`src/sv/rth_pkg.sv`:
```
package rth_pkg;

    // channel and hue widths
    localparam int CHANNEL_BITS = 8;
    localparam int HUE_BITS     = 16;

    // remainder width for the hue divider, holds six times the range
    localparam int HREM_BITS = CHANNEL_BITS + 3;

    // one quotient bit per stage, enough stages for the longer quotient
    localparam int DIV_STAGES = (HUE_BITS > CHANNEL_BITS) ? HUE_BITS : CHANNEL_BITS;

    // stream widths, packed fields filled up to whole bytes
    localparam int IN_FIELD_BITS  = 3 * CHANNEL_BITS;
    localparam int IN_TDATA_BITS  = ((IN_FIELD_BITS + 7) / 8) * 8;
    localparam int OUT_FIELD_BITS = HUE_BITS + 2 * CHANNEL_BITS;
    localparam int OUT_TDATA_BITS = ((OUT_FIELD_BITS + 7) / 8) * 8;

    // hue sector offsets in sixths of a turn
    localparam logic [2:0] OFS_RED   = 3'd0;
    localparam logic [2:0] OFS_WRAP  = 3'd6;
    localparam logic [2:0] OFS_GREEN = 3'd2;
    localparam logic [2:0] OFS_BLUE  = 3'd4;

    // first stage: extremes, range and sector
    typedef struct packed {
        logic [CHANNEL_BITS-1:0] mx;
        logic [CHANNEL_BITS-1:0] d;
        logic signed [CHANNEL_BITS:0] diff;
        logic [2:0]              offset;
        logic                    zero;
    } prep_t;

    // divider stage: partial remainders and quotients of both divisions
    typedef struct packed {
        logic [HREM_BITS-1:0]    hrem;
        logic [HUE_BITS-1:0]     hq;
        logic [HREM_BITS-1:0]    dv6;
        logic [CHANNEL_BITS-1:0] srem;
        logic [CHANNEL_BITS-1:0] plow;
        logic [CHANNEL_BITS-1:0] sq;
        logic [CHANNEL_BITS-1:0] mx;
        logic                    zero;
    } div_t;

endpackage

```
`src/sv/rgb_to_hsv.sv`:
```
// RGB to HSV pixel converter. Takes one pixel per clock and returns hue,
// saturation and brightness (the largest channel) for each pixel in order.
// One stage finds max, min and the hue sector, one forms the dividends and
// divisors, and the rest are a restoring divider that settles one quotient bit
// of the hue and one of the saturation in each stage until that quotient is
// complete. A pixel can enter every cycle; a stalled output holds the pipeline
// and bubbles are squeezed out.
// Gray and black pixels give hue and saturation of zero.
module rgb_to_hsv (
    input  logic                               clk,
    input  logic                               rst_n,
    input  logic                               s_axis_tvalid,
    output logic                               s_axis_tready,
    // red, green, blue
    input  logic [rth_pkg::IN_TDATA_BITS-1:0]  s_axis_tdata,
    output logic                               m_axis_tvalid,
    input  logic                               m_axis_tready,
    // hue, saturation, brightness
    output logic [rth_pkg::OUT_TDATA_BITS-1:0] m_axis_tdata
);
    import rth_pkg::*;

    localparam int C = CHANNEL_BITS;
    localparam int H = HUE_BITS;
    localparam int W = HREM_BITS;
    localparam int NS = DIV_STAGES;

    // one restoring division step for each quotient
    function automatic div_t div_step(input div_t s, input logic do_h, input logic do_s);
        div_t         r;
        logic [W:0]   sh_h;
        logic [C:0]   sh_s;
        r    = s;
        sh_h = {s.hrem, 1'b0};
        sh_s = {s.srem, s.plow[C-1]};
        if (do_h)
        begin
            if (sh_h >= {1'b0, s.dv6})
            begin
                r.hrem = W'(sh_h - {1'b0, s.dv6});
                r.hq   = {s.hq[H-2:0], 1'b1};
            end
            else
            begin
                r.hrem = sh_h[W-1:0];
                r.hq   = {s.hq[H-2:0], 1'b0};
            end
        end
        if (do_s)
        begin
            r.plow = {s.plow[C-2:0], 1'b0};
            if (sh_s >= {1'b0, s.mx})
            begin
                r.srem = C'(sh_s - {1'b0, s.mx});
                r.sq   = {s.sq[C-2:0], 1'b1};
            end
            else
            begin
                r.srem = sh_s[C-1:0];
                r.sq   = {s.sq[C-2:0], 1'b0};
            end
        end
        return r;
    endfunction

    logic [C-1:0]  red;
    logic [C-1:0]  green;
    logic [C-1:0]  blue;
    prep_t         prep_next;
    prep_t         prep_reg;
    logic          prep_v_reg;
    logic          prep_ld;
    div_t          st_next [0:NS];
    div_t          st_reg  [0:NS];
    logic [NS:0]   v_reg;
    logic [NS:0]   ld;
    logic [C-1:0]  mx;
    logic [C-1:0]  mn;
    logic [W-1:0]  prod;
    logic signed [W:0] num_s;
    logic [2*C-1:0] p;
    logic [H-1:0]  hue_out;
    logic [C-1:0]  sat_out;

    assign red   = s_axis_tdata[C-1:0];
    assign green = s_axis_tdata[2*C-1:C];
    assign blue  = s_axis_tdata[3*C-1:2*C];

    // stage load enables, a stage takes data when empty or when it moves on
    always_comb
    begin
        ld[NS] = !v_reg[NS] || m_axis_tready;
        for (int k = NS - 1; k >= 0; k--)
        begin
            ld[k] = !v_reg[k] || ld[k+1];
        end
        prep_ld = !prep_v_reg || ld[0];
    end

    assign s_axis_tready = prep_ld;

    // extremes, range, hue sector and signed channel difference
    always_comb
    begin
        mx = (red > green) ? red : green;
        if (blue > mx)
        begin
            mx = blue;
        end
        mn = (red < green) ? red : green;
        if (blue < mn)
        begin
            mn = blue;
        end
        prep_next.mx   = mx;
        prep_next.d    = mx - mn;
        prep_next.zero = (mx == mn);
        if (red > green && red > blue)
        begin
            prep_next.offset = (green < blue) ? OFS_WRAP : OFS_RED;
            prep_next.diff   = $signed({1'b0, green}) - $signed({1'b0, blue});
        end
        else if (green > blue)
        begin
            prep_next.offset = OFS_GREEN;
            prep_next.diff   = $signed({1'b0, blue}) - $signed({1'b0, red});
        end
        else
        begin
            prep_next.offset = OFS_BLUE;
            prep_next.diff   = $signed({1'b0, red}) - $signed({1'b0, green});
        end
    end

    // dividends and divisors for both divisions
    always_comb
    begin
        prod  = W'(prep_reg.offset) * W'(prep_reg.d);
        num_s = $signed({1'b0, prod})
              + $signed({{(W-C){prep_reg.diff[C]}}, prep_reg.diff});
        p     = {prep_reg.d, {C{1'b0}}} - {{C{1'b0}}, prep_reg.d};
        st_next[0].hrem = num_s[W-1:0];
        st_next[0].hq   = '0;
        st_next[0].dv6  = W'({prep_reg.d, 2'b00}) + W'({prep_reg.d, 1'b0});
        st_next[0].srem = p[2*C-1:C];
        st_next[0].plow = p[C-1:0];
        st_next[0].sq   = '0;
        st_next[0].mx   = prep_reg.mx;
        st_next[0].zero = prep_reg.zero;
        for (int k = 1; k <= NS; k++)
        begin
            st_next[k] = div_step(st_reg[k-1], (k - 1) < H, (k - 1) < C);
        end
    end

    // valid bits
    always_ff @(posedge clk or negedge rst_n)
    begin
        if (!rst_n)
        begin
            prep_v_reg <= 1'b0;
            v_reg      <= '0;
        end
        else
        begin
            if (prep_ld)
            begin
                prep_v_reg <= s_axis_tvalid;
            end
            if (ld[0])
            begin
                v_reg[0] <= prep_v_reg;
            end
            for (int k = 1; k <= NS; k++)
            begin
                if (ld[k])
                begin
                    v_reg[k] <= v_reg[k-1];
                end
            end
        end
    end

    // payload registers
    always_ff @(posedge clk)
    begin
        if (prep_ld)
        begin
            prep_reg <= prep_next;
        end
        for (int k = 0; k <= NS; k++)
        begin
            if (ld[k])
            begin
                st_reg[k] <= st_next[k];
            end
        end
    end

    // gray and black pixels give zero hue and saturation
    assign hue_out = st_reg[NS].zero ? '0 : st_reg[NS].hq;
    assign sat_out = st_reg[NS].zero ? '0 : st_reg[NS].sq;

    assign m_axis_tvalid = v_reg[NS];
    assign m_axis_tdata  = OUT_TDATA_BITS'({st_reg[NS].mx, sat_out, hue_out});

endmodule

```
`config.mk`:
```
export PLATFORM = sky130hd
export DESIGN_NAME = rgb_to_hsv
export DESIGN_NICKNAME = d
export VERILOG_FILES = /design/src/sv/rth_pkg.sv /design/src/sv/rgb_to_hsv.sv
export SDC_FILE = /design/constraint.sdc
export NUM_CORES = 1
export LEC_CHECK = 0
export ABC_AREA = 0
export BUFFER_PORTS_ARGS = -buffer_cell sky130_fd_sc_hd__buf_2
export CORE_MARGIN = 2
export CORE_UTILIZATION = 45
export DETAILED_ROUTE_END_ITERATION = 6
export REMOVE_ABC_BUFFERS = 1
export SLEW_MARGIN = 20
export SYNTH_ARGS = -nofsm -noshare
export SYNTH_HDL_FRONTEND = slang
export SYNTH_SLANG_ARGS = --single-unit
```
`constraint.sdc`:
```
create_clock -name clk -period 11.5 [get_ports clk]
set_input_delay 2.3 -clock clk [delete_from_list [all_inputs] [get_ports clk]]
set_output_delay 2.3 -clock clk [all_outputs]
set_load 0.05 [all_outputs]
```
==> results of run 1 <==
-- final timing paths --
kind                            startpoint              end  slack [ns]  cells after the start
setup / recovery             m_axis_tready    s_axis_tready        3.62                     14
hold / removal             st_reg[0][1041]  st_reg[0][1113]        0.40                      0
setup reg to reg                 v_reg[16]   st_reg[0][252]        7.61                     11
hold reg to reg            st_reg[0][1041]  st_reg[0][1113]        0.40                      0
max in group asynchronous            rst_n         v_reg[6]        9.48                      1
min in group asynchronous            rst_n        v_reg[15]        1.64                      1
-- routing by layer --
layer | vias up | wire length (um)
met2 | 384 | 40600
li1 | 11178 | -
met1 | 11115 | 31500
met3 | 152 | 2410
met5 | - | 0
met4 | 0 | 2000
-- cells in the final DEF, fill, tap and decap left out, types with 18 or more instances in the layout --
master / netlist / routed
sky130_fd_sc_hd__edfxtp_1: 823 / 823
sky130_fd_sc_hd__inv_1: 423 / 417
sky130_fd_sc_hd__ha_1: 303 / 303
sky130_fd_sc_hd__nor2_1: 171 / 171
sky130_fd_sc_hd__a21oi_1: 164 / 164
sky130_fd_sc_hd__mux2_2: 149 / 149
sky130_fd_sc_hd__xnor2_1: 136 / 136
sky130_fd_sc_hd__o21ai_0: 118 / 118
sky130_fd_sc_hd__clkbuf_16: 0 / 91
sky130_fd_sc_hd__nor2b_1: 78 / 78
sky130_fd_sc_hd__buf_2: 9 / 61
sky130_fd_sc_hd__a21o_1: 55 / 55
sky130_fd_sc_hd__nand2_1: 60 / 55
sky130_fd_sc_hd__nand2b_1: 48 / 48
sky130_fd_sc_hd__nand4_1: 45 / 45
sky130_fd_sc_hd__mux2i_1: 44 / 44
sky130_fd_sc_hd__fa_1: 35 / 35
sky130_fd_sc_hd__o31ai_1: 32 / 32
sky130_fd_sc_hd__xor2_1: 31 / 31
sky130_fd_sc_hd__o21a_1: 28 / 28
sky130_fd_sc_hd__nand3_1: 26 / 22
sky130_fd_sc_hd__clkinv_1: 0 / 22
sky130_fd_sc_hd__nor3_1: 21 / 21
sky130_fd_sc_hd__o21bai_1: 20 / 20
sky130_fd_sc_hd__and3_1: 19 / 19
sky130_fd_sc_hd__a21boi_0: 21 / 18
sky130_fd_sc_hd__bufinv_16: 0 / 18
sky130_fd_sc_hd__dfrtp_1: 18 / 18
-- worst max-delay path, stage by stage --
cell and delay, ns:
sky130_fd_sc_hd__buf_2 0.10, sky130_fd_sc_hd__nand2b_1 0.13, sky130_fd_sc_hd__buf_4 0.26, sky130_fd_sc_hd__nor2_1 0.36, sky130_fd_sc_hd__inv_2 0.07, sky130_fd_sc_hd__nor2_1 0.22, sky130_fd_sc_hd__and2_1 0.22, sky130_fd_sc_hd__nand4_1 0.11
sky130_fd_sc_hd__buf_4 0.34, sky130_fd_sc_hd__nor2_2 0.48, sky130_fd_sc_hd__and4_1 0.33, sky130_fd_sc_hd__nand2_1 0.08, sky130_fd_sc_hd__buf_4 0.25, sky130_fd_sc_hd__buf_2 0.27
-- cell type report --
class,instances,share of cell area
Multi-Input combinational cell,1732,0.308
Inverter,424,0.0346
Timing Repair Buffer,77,0.00924
Clock inverter,62,0.0187
Tap cell,1176,0.0320
Clock buffer,105,0.0510
Sequential cell,841,0.546
-- through the flow --
stage	worst slack, ns	utilization	area, um2	instances
2_1_floorplan	1.47	-	40900	2997
3_3_place_gp	3.39	0.475	42800	4250
3_5_place_dp	3.28	0.475	42800	4250
4_1_cts	3.73	0.510	46000	4417
5_1_grt	3.31	0.511	46000	4417
6_report	3.62	0.511	46000	4417
-- cell families (layout without fill, tap and decap cells) --
logic type,count (synthesis),count (layout)
flip-flops,841,841
AND/OR/NAND/NOR,518,518
AO/OA/AOI/OAI,514,514
buffers and inverters,448,668
adder cells (fa/ha/maj),338,338
multiplexers,195,195
XOR/XNOR,167,167
==> flow_results.org, run 1 <==
** STA
- RSZ-0062 raised after global routing :: false
- The clock arrives with 0.0355 ns of skew.
- The worst pin sits at a relative slew slack of 0.301.
- Shortest clock period the worst path allows after layout :: 7.88 ns
- The max-slew violation count came to 0.
- Min Hold Slack :: 0.400 ns
- Setup violations remaining at the end of the flow were counted as 0.
- Dividing the final minimum period by the clock period gives 0.685.
- Timing would allow up to 127 MHz.
- Worst Max-Slew Pin Slew :: 1.05 ns
- The total count of hold-check failures in the final report was 0.
- Final total negative setup slack :: 0 ns

** Synthesis
- Most frequent cell after synthesis :: sky130_fd_sc_hd__edfxtp_1
- Summed over all instances, the cell type with the most area after synthesis is sky130_fd_sc_hd__edfxtp_1.
- Yosys mapped a number of flops with a built-in enable equal to 823.
- By count the netlist is led by 823 x sky130_fd_sc_hd__edfxtp_1, 423 x sky130_fd_sc_hd__inv_1, 303 x sky130_fd_sc_hd__ha_1, 171 x sky130_fd_sc_hd__nor2_1, 164 x sky130_fd_sc_hd__a21oi_1.
- Main combinational cell family by area after synthesis :: adder cells
- In this run the cell area of the synthesized design comes to 0.0410 mm2.
- Top-area cell type share of the netlist area :: 0.603
- Share of synthesized cell area in full adder, half adder and majority cells :: 0.110
- Synthesis produced 3021 cells.
- Post-synth ARST share :: 0.0214
- Measured against the total synthesized area, the mux share comes to 0.0527.
- For this run, the number of Yosys warnings is 0.
- Post-synthesis sequential area ratio :: 0.613
- Compound-Gate Fraction of Synth Area :: 0.0821
- Leading post-synthesis cells by cell area :: sky130_fd_sc_hd__edfxtp_1 60%, sky130_fd_sc_hd__ha_1 9.2%, sky130_fd_sc_hd__mux2_2 4.1%
- For this run, the leading register cell type out of synthesis is sky130_fd_sc_hd__edfxtp_1.
- The netlist uses 64 different library cells.
- Synthesized area per cell :: 13.6 um2
- Simple-gate area share of the yosys netlist :: 0.0641
- Synthesis inferred 841 register bits.
- Of the total synthesized cell area, the portion taken by XOR and XNOR cells is 0.0357.

** Cells and area
- Antenna diode count :: 0
- Filler cell count in the final layout :: 7529
- Multi-input gate area in the final layout :: 0.0142 mm2
- Sequential cell area :: 0.0252 mm2
- From synthesis to final layout, the design area changed by 12.3%.
- The register with the most flip-flops in the layout has 795 of them.
- Share of layout cells above drive strength 1 :: 0.129
- Final-stage net count :: 3532

** Clocking
- In this run, post-CTS repair resized a total of 0 instances.
- Clock tree from TritonCTS :: built
- CTS Buf Count :: 90
- The clock passes through at most 3 buffers.
- Clock-pin slew was measured on the worst setup and hold paths at 0.06 ns.
- The clock reaches the later pin of the worst-skew pair after 0.66 ns.
- Maximum level of the CTS H-tree :: 3
- Buffers added to address setup during post-CTS repair amount to 0.
- Hold-fix buffer count after cts :: 0
- Counting every sink on the clock net gives 841.
- Cell chosen for the clock root :: sky130_fd_sc_hd__clkbuf_16

** Critical path
- Required time reported for the critical path endpoint :: 9.20 ns
- Top fanout value on the critical path :: 51
- Worst Setup Start Kind :: input port
- Crit. End Element :: output pin
- The critical path in this run is classified as in2out.
- CP arrival :: 5.58 ns

** Global routing
- Entering global routing, the biggest net connects 54 pins.
- The initial antenna violation count was 0.
- The first global-routing pass estimated 124000 um of wire.
- The number of global-route vias before repair came to 24068.
- GR met1 Demand/Resource :: 0.190
- met2 is the most crowded layer.
- For met3 alone, demand over resource in global routing was 0.0250.
- In the global route stage, met2 resource usage came out at 0.311.
- Across every metal layer, demand over resource in global routing totals 0.165.
- Total global routing overflow :: 0

** Place
- Hpwl dp :: 57700 um
- At the end of routability-driven placement, the weighted congestion stood at 0.884.
- Port buffering added 61 buffers.

** Detailed routing
- Number of detailed-routing iterations run before antenna repair :: 5
- Sum of routed wire length over all layers :: 76500 um
- Using the TritonRoute via totals, the vias-per-cell ratio works out to 5.17.
- Detailed routing inserted a total of 22829 vias.
- In the routed design, unresolved DRC markers number 0.
- Initial DRC count :: 1155
- Once detail routing completed, the nets flagged for antenna violations numbered 0.
- Wire length per cell after detailed routing :: 17.3 um

** Floorplanning
- 62 I/O pins were placed.
- Initial standard-cell utilization of the core :: 0.455
- After floorplanning, the core was divided into 110 placement rows.
- Chip width :: 306 um
- Floorplan die area :: 0.0936 mm2
- From bottom edge to top edge, the die measures 306 um.
- The total area inside the core boundary comes to 0.0901 mm2.

** Hold path
- The path class of the tightest hold or removal check is reg2reg.

** Job
- Number of maximum-capacitance constraint violations :: 0

** Outcome
- Run status :: completed
Power of run 1 is left out: the tool's default activity adds up to more than one toggle a clock period on the data nets, which glitch-free logic cannot reach.
==> run 2, diff against run 1 <==
==> constraint.sdc (replaced) <==
create_clock -name clk -period 7.29 [get_ports clk]
set_input_delay 1.458 -clock clk [delete_from_list [all_inputs] [get_ports clk]]
set_output_delay 1.458 -clock clk [all_outputs]
set_load 0.05 [all_outputs]
==> run 2 against run 1 <==
First-iteration DRC count fell by 2.9%. Routed wire length decreased by 1.0%. Register-to-register slack got worse by 4.1 ns. Via count shrank 0.45%. Design area decreased by 0.15%. Worst setup slack lost 2.5 ns. Critical path type is now in2reg. Critical endpoint is now prep_reg[20].
==> flow_results.org, run 2 (synthesized netlist as in run 1, its figures left out) <==
** Outcome
- The flow ran to the end, and the final reports show no timing, DRC or antenna violations.

** Floorplanning
- Floorplan row count :: 110 (unchanged)
- Initial standard-cell utilization of the core :: 0.455 (unchanged)
- Floorplan die area :: 0.0936 mm2 (unchanged)
- Core region area :: 0.0901 mm2 (unchanged)
- Vertical die dimension :: 306 um (unchanged)
- The horizontal die dimension is 306 um (unchanged).
- Ports placed on the boundary :: 62 (unchanged)

** Detailed routing
- Vias/cell :: 5.14 (-0.54%)
- The total wire length after detailed routing is 75700 um (-1.0%).
- The wire length per cell after detailed routing was 17.1 um (-1.1%).
- Total number of vias :: 22726 (-0.45%)
- Count of nets left with antenna violations after detail routing :: 0 (unchanged)
- The count of TritonRoute iterations in the first routing pass was 5 (unchanged).
- The DRC violations left came to 0 (unchanged).
- Initial DRC count :: 1122 (-2.9%)

** STA
- Worst slew margin relative to its limit :: 0.288 (-0.0125)
- The max-slew violation count is 0 (unchanged).
- In the finished design, the share of the clock period the worst path needs comes to 0.847.
- Worst Clk Skew :: 0.0530 ns (+0.0176 ns)
- Maximum clock frequency :: 162 MHz
- RSZ-0062 raised after global routing :: false
- The total setup violations reported at the end of the flow is 0 (unchanged).
- Final-report hold violation count :: 0 (unchanged)
- Worst Max-Slew Pin Slew :: 1.07 ns (+0.0203 ns)
- Final total negative setup slack :: 0 ns (unchanged)
- Shortest clock period the worst path allows after layout :: 6.17 ns

** Cells and area
- Layout Utilization :: 0.510 (-0.000791)
- Post-route standard cell area excluding fillers :: 0.0460 mm2 (-0.15%)
- Area overhead of the layout relative to synthesis :: 12.1%
- The library cell used most frequently in the layout, excluding fill and tap cells, is sky130_fd_sc_hd__edfxtp_1.
- The count of inserted antenna diode cells is 0 (unchanged).
- The share of post-route cells with drive strength above 1 came to 0.132 (+0.00292).
- Leaving out fill and tap cells, the most frequent cells in the layout are 823 x sky130_fd_sc_hd__edfxtp_1, 417 x sky130_fd_sc_hd__inv_1, 303 x sky130_fd_sc_hd__ha_1.
- The area used by multi-input combinational logic came to 0.0142 mm2 (-0.13%).
- The number of flip-flops in the largest register came to 795 (unchanged).
- Sequential cell area :: 0.0252 mm2 (unchanged)
- The number of fill cells in the layout is 7582 (+0.70%).
- The layout net count came to 3538 (+0.17%).

** Job
- Number of maximum-capacitance constraint violations :: 0 (unchanged)

** Place
- The placer congestion estimate is 0.859 (-2.8%).
- Total placed instance area :: 0.0429 mm2 (+0.13%)
- The number of port buffers came to 61 (unchanged).
- The detailed placer's ending HPWL was 57200 um (-0.89%).

** Global routing
- The residual overflow from global routing is 0 (unchanged).
- The total routing usage reported by global routing came to 0.164 (-0.00171).
- The pin count of the biggest net entering global routing was 54 (unchanged).
- The first-pass GRT wire length was 123000 um (-0.80%).
- The number of global-route vias before repair came to 23700 (-1.5%).
- Initial antenna violation count :: 0 (unchanged)

** Clocking
- CTS Buf Count :: 88 (-2.2%)
- The clock sink total is 841 (unchanged).
- CTS-repair resized insts :: 0 (unchanged)
- Count of buffers added by post-CTS timing repair for setup :: 0 (unchanged)
- Bufs on Longest Clock Path :: 3 (unchanged)
- The insertion delay of the later-clocked pin in the worst-skew pair came to 0.66 ns (about the same).
- The cell sitting at the root of the clock tree is a sky130_fd_sc_hd__clkbuf_16.
- CTS clock-pin slew for the worst setup and hold paths :: 0.06 ns (about the same)
- Clock tree from TritonCTS :: built
- Maximum level of the CTS H-tree :: 3 (unchanged)
- The cts-stage hold buffer count was 0 (unchanged).

** Critical path
- The data arrival time at the worst-slack endpoint is 6.53 ns (+0.95 ns).
- The worst setup path is captured at a flip-flop.
- The highest fanout seen on the critical path is 16 (-69%).
- The worst setup path is launched from an input port.
- Kind of critical path :: in2reg
- Required time reported for the critical path endpoint :: 7.65 ns (-1.55 ns)

** Hold path
- The min-delay analysis places its worst path in the category reg2reg.
==> run 2: cell type report <==
cell class	instances	area share
clock buffers	114	0.0515
multi-input cells	1732	0.308
well taps	1176	0.0320
inverters	424	0.0347
clock inverters	49	0.0159
repair buffers	85	0.0106
flip-flops and latches	841	0.547
==> run 2: worst max-delay path: stages <==
cell and delay [ns]:
sky130_fd_sc_hd__buf_2 0.14, sky130_fd_sc_hd__inv_1 0.07, sky130_fd_sc_hd__ha_1 0.35, sky130_fd_sc_hd__a21o_1 0.25, sky130_fd_sc_hd__a221oi_4 0.38, sky130_fd_sc_hd__a21o_1 0.61, sky130_fd_sc_hd__a21oi_1 0.25, sky130_fd_sc_hd__ha_1 0.35
sky130_fd_sc_hd__and3_1 0.18, sky130_fd_sc_hd__o21ai_0 0.08, sky130_fd_sc_hd__a21oi_1 0.12, sky130_fd_sc_hd__o22ai_1 0.08, sky130_fd_sc_hd__buf_4 0.19, sky130_fd_sc_hd__o21ai_0 0.40, sky130_fd_sc_hd__inv_1 0.14, sky130_fd_sc_hd__ha_1 0.34
sky130_fd_sc_hd__nor2b_1 0.14, sky130_fd_sc_hd__o21ai_0 0.18, sky130_fd_sc_hd__a21boi_0 0.14, sky130_fd_sc_hd__o21ai_0 0.23, sky130_fd_sc_hd__a21oi_1 0.12, sky130_fd_sc_hd__xor2_1 0.18, sky130_fd_sc_hd__xnor2_1 0.13
==> run 2: through the flow <==
stage | hold WS [ns] | setup slack [ns] | cells
2_1_floorplan | 0.400 | -1.05 | 2997
3_3_place_gp | 0.400 | 0.460 | 4257
3_5_place_dp | 0.405 | 0.478 | 4257
4_1_cts | 0.392 | 1.11 | 4420
5_1_grt | 0.398 | 0.732 | 4421
6_report | 0.395 | 1.12 | 4421
==> run 2: per-layer routing <==
metal | global-route usage | wire [um] | vias to the layer above
met4 | 0.0407 | 1420 | 0
met3 | 0.0252 | 2270 | 112
li1 | - | - | 11202
met2 | 0.303 | 39900 | 298
met5 | 0 | 0 | -
met1 | 0.198 | 32100 | 11114
==> run 2: worst paths after layout <==
kind                       slack (ns)        startpoint  cells after the start        endpoint
setup reg to reg                 3.54         v_reg[16]                      9  st_reg[0][362]
min in group asynchronous        0.77             rst_n                      1       v_reg[16]
setup / recovery                 1.12  s_axis_tdata[14]                     23    prep_reg[20]
hold / removal                   0.39    st_reg[0][355]                      0  st_reg[0][426]
max in group asynchronous        6.15             rst_n                      1        v_reg[8]
hold reg to reg                  0.39    st_reg[0][355]                      0  st_reg[0][426]
Power of run 2 is left out for the same reason.
